==> config.mk <==
export PLATFORM = sky130hd
export DESIGN_NAME = fvc_ctrl
export DESIGN_NICKNAME = d
export VERILOG_FILES = /design/src/hdl/fvc_pkg.sv /design/src/hdl/fvc_ctrl.sv
export SDC_FILE = /design/constraint.sdc
export NUM_CORES = 1
export LEC_CHECK = 0
export BUFFER_PORTS_ARGS = -buffer_cell sky130_fd_sc_hd__buf_4
export CELL_PAD_IN_SITES_DETAIL_PLACEMENT = 1
export CELL_PAD_IN_SITES_GLOBAL_PLACEMENT = 2
export CORE_AREA = 5 5 65 67
export CTS_CLUSTER_SIZE = 8
export DETAILED_ROUTE_END_ITERATION = 8
export DIE_AREA = 0 0 70 72
export PLACE_DENSITY = 0.72
export SLEW_MARGIN = 10
export SYNTH_ARGS = -nofsm -noshare
export SYNTH_HDL_FRONTEND = slang
export SYNTH_SLANG_ARGS = --single-unit
==> constraint.sdc <==
create_clock -name aclk -period 1.65 [get_ports aclk]
set_clock_uncertainty 0.1 [all_clocks]
set_input_delay 0.33 -clock aclk [delete_from_list [all_inputs] [get_ports aclk]]
set_output_delay 0.33 -clock aclk [all_outputs]
set_load 0.005 [all_outputs]
==> src/hdl/fvc_pkg.sv <==
// Shared types, opcodes and constants of the flow vector cumulant block.
`default_nettype none

package fvc_pkg;

    // CORDIC rotation count and start value (Q2.30, gain compensated)
    localparam int ROT_STEPS = 16;
    localparam logic signed [33:0] CORDIC_X0 = 34'sd652032874;

    // Widths of the result fields
    localparam int MULT_W = 13;
    localparam int VAL_W  = 18;

    // Multiply program of the event close
    localparam logic [3:0] MOP_XX   = 4'd0;
    localparam logic [3:0] MOP_YY   = 4'd1;
    localparam logic [3:0] MOP_AA   = 4'd2;
    localparam logic [3:0] MOP_BB   = 4'd3;
    localparam logic [3:0] MOP_XY   = 4'd4;
    localparam logic [3:0] MOP_T1   = 4'd5;
    localparam logic [3:0] MOP_T2   = 4'd6;
    localparam logic [3:0] MOP_PP   = 4'd7;
    localparam logic [3:0] MOP_PM   = 4'd8;
    localparam logic [3:0] MOP_MM1  = 4'd9;
    localparam logic [3:0] MOP_M23  = 4'd10;
    localparam logic [3:0] MOP_DEN4 = 4'd11;
    localparam logic [3:0] MOP_K2   = 4'd12;
    localparam logic [3:0] MOP_LAST = MOP_K2;

    // Terms folded into the four-particle numerator
    localparam logic [1:0] SOP_R  = 2'd0;
    localparam logic [1:0] SOP_T  = 2'd1;
    localparam logic [1:0] SOP_PM = 2'd2;
    localparam logic [1:0] SOP_K2 = 2'd3;

    // Division program
    localparam logic [1:0] DOP_MC   = 2'd0;
    localparam logic [1:0] DOP_MS   = 2'd1;
    localparam logic [1:0] DOP_TWO  = 2'd2;
    localparam logic [1:0] DOP_FOUR = 2'd3;

    typedef struct packed {
        logic       in_ready;
        logic       load_item;
        logic       rot_step;
        logic [3:0] rot_idx;
        logic       acc_update;
        logic       mul_start;
        logic       mul_store;
        logic [3:0] mul_op;
        logic       sum_step;
        logic [1:0] sum_op;
        logic       div_start;
        logic       div_store;
        logic [1:0] div_op;
        logic       emit;
    } fvc_cmd_t;

    typedef struct packed {
        logic last_item;
        logic mul_done;
        logic div_done;
        logic out_free;
    } fvc_stat_t;

    // Arctangent of 2^-i as a fraction of a 32-bit turn
    function automatic logic signed [32:0] atan_turn(input logic [3:0] i);
        logic signed [32:0] v;
        unique case (i)
            4'd0:  v = 33'sd536870912;
            4'd1:  v = 33'sd316933406;
            4'd2:  v = 33'sd167458907;
            4'd3:  v = 33'sd85004756;
            4'd4:  v = 33'sd42667331;
            4'd5:  v = 33'sd21354465;
            4'd6:  v = 33'sd10679838;
            4'd7:  v = 33'sd5340245;
            4'd8:  v = 33'sd2670163;
            4'd9:  v = 33'sd1335087;
            4'd10: v = 33'sd667544;
            4'd11: v = 33'sd333772;
            4'd12: v = 33'sd166886;
            4'd13: v = 33'sd83443;
            4'd14: v = 33'sd41722;
            4'd15: v = 33'sd20861;
        endcase
        return v;
    endfunction

endpackage

`default_nettype wire

==> src/hdl/fvc_ctrl.sv <==
// Controller: sequences item rotation, accumulation and the event-close program.
`default_nettype none

module fvc_ctrl
    import fvc_pkg::*;
(
    input  wire logic      aclk,
    input  wire logic      aresetn,
    input  wire logic      s_tvalid,
    input  wire fvc_stat_t stat,
    output fvc_cmd_t       cmd
);

    localparam logic [3:0] S_IDLE  = 4'd0;
    localparam logic [3:0] S_ROT   = 4'd1;
    localparam logic [3:0] S_ACC   = 4'd2;
    localparam logic [3:0] S_MGO   = 4'd3;
    localparam logic [3:0] S_MWAIT = 4'd4;
    localparam logic [3:0] S_SUM   = 4'd5;
    localparam logic [3:0] S_DGO   = 4'd6;
    localparam logic [3:0] S_DWAIT = 4'd7;
    localparam logic [3:0] S_EMIT  = 4'd8;

    logic [3:0] state_reg, state_next;
    logic [3:0] step_reg, step_next;

    always_comb begin
        state_next     = state_reg;
        step_next      = step_reg;
        cmd            = '0;
        cmd.rot_idx    = step_reg;
        cmd.mul_op     = step_reg;
        cmd.sum_op     = step_reg[1:0];
        cmd.div_op     = step_reg[1:0];
        unique case (state_reg)
            S_IDLE: begin
                cmd.in_ready  = 1'b1;
                cmd.load_item = s_tvalid;
                if (s_tvalid) begin
                    state_next = S_ROT;
                    step_next  = '0;
                end
            end
            S_ROT: begin
                cmd.rot_step = 1'b1;
                step_next    = step_reg + 4'd1;
                if (step_reg == 4'(ROT_STEPS - 1)) begin
                    state_next = S_ACC;
                end
            end
            S_ACC: begin
                cmd.acc_update = 1'b1;
                step_next      = '0;
                state_next     = stat.last_item ? S_MGO : S_IDLE;
            end
            S_MGO: begin
                cmd.mul_start = 1'b1;
                state_next    = S_MWAIT;
            end
            S_MWAIT: begin
                if (stat.mul_done) begin
                    cmd.mul_store = 1'b1;
                    if (step_reg == MOP_LAST) begin
                        step_next  = '0;
                        state_next = S_SUM;
                    end else begin
                        step_next  = step_reg + 4'd1;
                        state_next = S_MGO;
                    end
                end
            end
            S_SUM: begin
                cmd.sum_step = 1'b1;
                if (step_reg[1:0] == SOP_K2) begin
                    step_next  = '0;
                    state_next = S_DGO;
                end else begin
                    step_next = step_reg + 4'd1;
                end
            end
            S_DGO: begin
                cmd.div_start = 1'b1;
                state_next    = S_DWAIT;
            end
            S_DWAIT: begin
                if (stat.div_done) begin
                    cmd.div_store = 1'b1;
                    if (step_reg[1:0] == DOP_FOUR) begin
                        state_next = S_EMIT;
                    end else begin
                        step_next  = step_reg + 4'd1;
                        state_next = S_DGO;
                    end
                end
            end
            S_EMIT: begin
                if (stat.out_free) begin
                    cmd.emit   = 1'b1;
                    state_next = S_IDLE;
                end
            end
            default: state_next = S_IDLE;
        endcase
    end

    always_ff @(posedge aclk) begin
        if (!aresetn) begin
            state_reg <= S_IDLE;
            step_reg  <= '0;
        end else begin
            state_reg <= state_next;
            step_reg  <= step_next;
        end
    end

endmodule

`default_nettype wire

* After elaboration in Yosys (flattened, before gate mapping)
Index checks and enable logic that the tools add are counted.
** Storage, ports and cells
- Input bits :: 7
- Register bits after elaboration :: 8
- Bits in writable memories :: 0
- Latch bits :: 0
- Output and inout port bits :: 22
- Memories kept :: 0
- ROM bits :: 0
** Operators by class
- Equality and inequality tests :: 18
- Multiplexer cells :: 29
- Reductions and logical operators :: 4
- $lt $le $gt $ge :: 0
- Add/sub/neg operators :: 1
- Bitwise operators :: 0
- Multipliers :: 0
- Div/mod/pow operators :: 0
- Shift-type cells :: 0
** Operators by type and width (number)
- 4-bit 2-to-1 mux :: 13
- 4-bit one-hot mux with 9 select lines :: 1
- 4-bit one-hot mux with 6 select lines :: 1
- 4-bit by 3-bit equality test with 1-bit output (second input constant) :: 4
- 2-bit inequality test (second input constant) :: 7
- 4-bit equality test (second input constant) :: 3
- 1-bit 2-to-1 mux :: 11
- 4-bit by 2-bit equality test with 1-bit output (second input constant) :: 2
- 6-bit AND reduction :: 1
- 6-bit nonzero test :: 1
- 5-bit AND reduction :: 1
- 4-bit by 1-bit adder with 4-bit output (second input constant) :: 1
- 4-bit by 1-bit equality test with 1-bit output (second input constant) :: 1
- 4-bit zero test :: 1
- 2-bit 2-to-1 mux :: 2
- 3-bit 2-to-1 mux :: 1
- 2-bit equality test (second input constant) :: 1

* Logic depth before layout (Yosys ltp)
- Depth after elaboration :: 4
- Mapped depth :: 8

* Worst setup path after synthesis
No wires, ideal clock.
- Path type :: reg2reg
- Start point :: register step_reg[1]
- End point :: register state_reg[2]
- Path buffers :: 0
- Arrival :: 1590 ps
- Stages on the path, launching flop included :: 8
- Path slack :: -158 ps
- Path through :: dfxtp_1 -> ha_1 -> inv_1 -> nor3_1 -> nor4_1 -> nor2b_1 -> mux2_4 -> a32o_1
** Between the ends
- Longest elaborated chain between the ends :: 4
- Elaborated cells on any way between the ends :: 11
** Ends and longest elaborated chain
- from (decl) :: RTL line fvc_ctrl.sv:25 : logic [3:0] step_reg, step_next;
- from (signal assigned) :: RTL line fvc_ctrl.sv:112 : step_reg <= step_next;
- 4-bit equality test / 2-bit equality test (equally long branches) :: RTL line fvc_ctrl.sv:63, fvc_ctrl.sv:74, fvc_ctrl.sv:88
- 3-bit 2-to-1 mux / 4-bit 2-to-1 mux (equally long branches) :: RTL line fvc_ctrl.sv:63, fvc_ctrl.sv:88
- 4-bit 2-to-1 mux, on equally long branches :: RTL line fvc_ctrl.sv:61, fvc_ctrl.sv:86
- 4-bit one-hot mux with 9 select lines :: RTL line fvc_ctrl.sv:35 : unique case (state_reg)
- to (signal assigned) :: RTL line fvc_ctrl.sv:111 : state_reg <= state_next;
- to (decl) :: RTL line fvc_ctrl.sv:24 : logic [3:0] state_reg, state_next;
Parallel ways exist; a longest one is shown, timed or not. The select of a mux whose other input is x is not followed.
A chain may end at the register's enable or synchronous reset.

==> out/qor.txt <==
====================================================================================================
Nature of the critical path endpoint                                                    primary output
Maximum vdd drop                                                                            0.591 mV
Count of cells along the worst register-to-register path                                           7
Die Ht                                                                                         72 um
Vias in the first global route                                                                  1180
Post-layout minimum cycle time                                                               1880 ps
Sequential fraction of the synthesis area                                                      0.202
Total overflow reported by the global router                                                       0
Initial antenna violation count                                                                    0
RR Startpoint                                                                           state_reg[0]
Outcome                                                                                 finished with violations
Violated checks                                                                         negative setup slack
Routed vias/inst                                                                                5.02
Diodes inserted                                                                                    0
Maximum count of clock buffers along a single path                                                 2
Number of iterations in the first detailed-routing pass                                            4
Endpoint of the most critical setup path                                                     cmd[20]
Crit path kind                                                                            reg -> out
Layout fillers                                                                                   417
Drt initial violations                                                                            24
Actual slew at the worst max-slew pin                                                         402 ps
Post-layout worst setup margin                                                               -230 ps
Final period util                                                                               1.14
Total vias in the final route                                                                   1169
Unique masters post-synth                                                                         35
CTS tree                                                                                       built
Effective utilization at floorplan                                                             0.222
Max-capacitance violation count                                                                    0
Unrepaired setup endpoints after global routing                                                  yes
Final Wtd Congestion                                                                           0.857
Worst slew margin relative to its limit                                                        0.730
Cell Count, Final, Fillers Out                                                                   233
Count of pins on the block boundary                                                               29
Routed len/inst                                                                              18.9 um
Maximum number of pins on one net before global-route repair                                      14
FF-to-FF End                                                                            state_reg[2]
CORE AREA                                                                                0.00358 mm2
Total count of hold-check failures in the final report                                             0
Hold WC Path Type                                                                          in -> reg
Fin Setup TNS                                                                               -2300 ps
Worst Setup Slack post-DPL                                                                   -268 ps
Number of buffers added by the clock tree synthesis step                                           3
Port bufs                                                                                         28
Final setup fails                                                                                 18
CTS Hold Buffers Added                                                                             0
Reg-to-reg slack, setup                                                                      -220 ps
Clock-pin slew reported for the worst setup and hold paths after clock tree synthesis          70 ps
Fmax                                                                                         532 MHz
Largest fanout on the critical path                                                                5
Layout overhead on the synthesized area                                                         135%
Most common cell after layout, fill and taps aside                                      sky130_fd_sc_hd__buf_4
Cells after synthesis                                                                            108
Half-perimeter wire length of the detailed placement result                                  2530 um
Hold Path Origin                                                                             aresetn
Wirelength, routed                                                                           4390 um
Post-Synthesis Mean Instance Area                                                           7.36 um2
Pwr/cell area                                                                            1240 mW/mm2
Number of warnings reported in the yosys synthesis log                                             0
Total Die Area                                                                           0.00504 mm2
Worst-case hold slack                                                                         222 ps
Number of standard-cell rows in the floorplan                                                     22
Slew Limit Fails                                                                                   0
Antenna-violating nets left                                                                        0
Final-stage net count                                                                            197
Share of post-route cells with drive strength above 1                                          0.795
LEAKAGE                                                                                     0.818 nW
Net count after synthesis                                                                        118
First-pass GRT wire length                                                                   6070 um
CTS root buffer                                                                         sky130_fd_sc_hd__clkbuf_4
Crit path required time                                                                      1220 ps
Leading cell types in the layout, fill and taps excluded                                sky130_fd_sc_hd__buf_4, sky130_fd_sc_hd__buf_6, sky130_fd_sc_hd__nor2_1
H-tree depth reported by CTS                                                                       1
All-layer global routing usage                                                                 0.154
Arrival time of data at the critical path endpoint                                           1450 ps
Netlist area before placement                                                                795 um2
Die Wd                                                                                         70 um
Post-synthesis register bit count                                                                  8
Number of DRC violations after detailed routing                                                    0
DP Cell Count                                                                                    206
Startpoint of the worst setup timing path                                               state_reg[0]
Critical path launch point type                                                             register
Number of clock sinks                                                                              8
Clock latency on the worst-skew pair                                                          280 ps
====================================================================================================
## worst max-delay path: stages (launching register included)
cell	delay [ps]
sky130_fd_sc_hd__dfxtp_4	380
sky130_fd_sc_hd__buf_6	130
sky130_fd_sc_hd__buf_6	110
sky130_fd_sc_hd__nor4_4	170
sky130_fd_sc_hd__buf_4	170
sky130_fd_sc_hd__and2_4	130
sky130_fd_sc_hd__buf_6	80
## layout make-up
type                            count  area, um2  area share
Multi-Input combinational cell     77        805       0.431
Timing Repair Buffer               89        766       0.410
Tap cell                           48       60.1      0.0322
Inverter                            8       35.0      0.0188
Sequential cell                     8        178      0.0952
Clock buffer                        3       22.5      0.0121
## cells in the mapped netlist (all sizes together)
| master | count | area [um2] |
|---|---|---|
| inv | 8 | 30.0 |
| nand3 | 4 | 20.0 |
| o32ai | 2 | 17.5 |
| a2111oi | 1 | 8.76 |
| a31oi | 1 | 6.26 |
| nand2 | 4 | 15.0 |
| dfxtp | 8 | 160 |
| o21ai | 5 | 28.8 |
| nand2b | 3 | 18.8 |
| and2 | 1 | 6.26 |
| a311oi | 1 | 8.76 |
| and3 | 3 | 18.8 |
| a2bb2oi | 1 | 8.76 |
| a32o | 1 | 10.0 |
| a21oi | 7 | 35.0 |
| nor4 | 4 | 31.3 |
| nor3 | 8 | 45.0 |
| nor2 | 12 | 45.0 |
| mux2 | 2 | 26.3 |
| nor2b | 4 | 25.0 |
| nor4b | 1 | 8.76 |
| buf | 14 | 98.8 |
| a32oi | 1 | 16.3 |
| a211oi | 4 | 30.0 |
| clkbuf | 1 | 3.75 |
| o21a | 2 | 15.0 |
| a31o | 1 | 8.76 |
| mux2i | 1 | 10.0 |
| ha | 3 | 37.5 |
## where the power goes
| group | leakage, nW | internal [W] | switching [W] |
|---|---|---|---|
| Clock | 0.0138 | 0.0000849 | 0.0000995 |
| Combinational | 0.736 | 0.00105 | 0.000810 |
| Sequential | 0.0688 | 0.000227 | 0.0000448 |
| Total | 0.818 | 0.00137 | 0.000954 |
## layer usage
metal | vias up | GRT usage | wire [um]
met4 | 0 | 0.0723 | 125
met1 | 592 | 0.157 | 1720
met5 | - | 0 | 0
li1 | 537 | - | -
met2 | 29 | 0.303 | 2430
met3 | 11 | 0.0263 | 117
## kinds of logic after synthesis
kind of cell / after synthesis / synth area share
and+or+nand+nor: 44 / 0.294
AOI/OAI and AO/OA: 27 / 0.244
buffers and inverters: 23 / 0.167
DFF: 8 / 0.202
muxes: 3 / 0.0457
adders and majority gates: 3 / 0.0472
## stage by stage
step                       util  power, W  area (um2)
after detailed placement  0.351   0.00126        1260
after floorplan               -  0.000778         811
after global placement    0.351   0.00123        1260
after CTS                 0.445   0.00185        1590
after global routing      0.521   0.00243        1870
final                     0.521   0.00232        1870
## worst min path at each step
stage / slack, ps / cells past startpoint / to
2_1_floorplan: 350 / 1 / state_reg[1]
3_3_place_gp: 420 / 2 / step_reg[3]
3_5_place_dp: 450 / 2 / step_reg[3]
4_1_cts: 220 / 2 / state_reg[1]
5_1_grt: 230 / 2 / state_reg[1]
6_report: 220 / 2 / state_reg[1]
## timing repair
item,CTS,global route
gates resized for setup,52,44
cloned,0,0
setup buffers,14,12
pin swaps,16,10
hold endpoints to repair,0,0
setup endpoints to repair,18,18
Note: power is estimated with default switching activity, not from simulation.
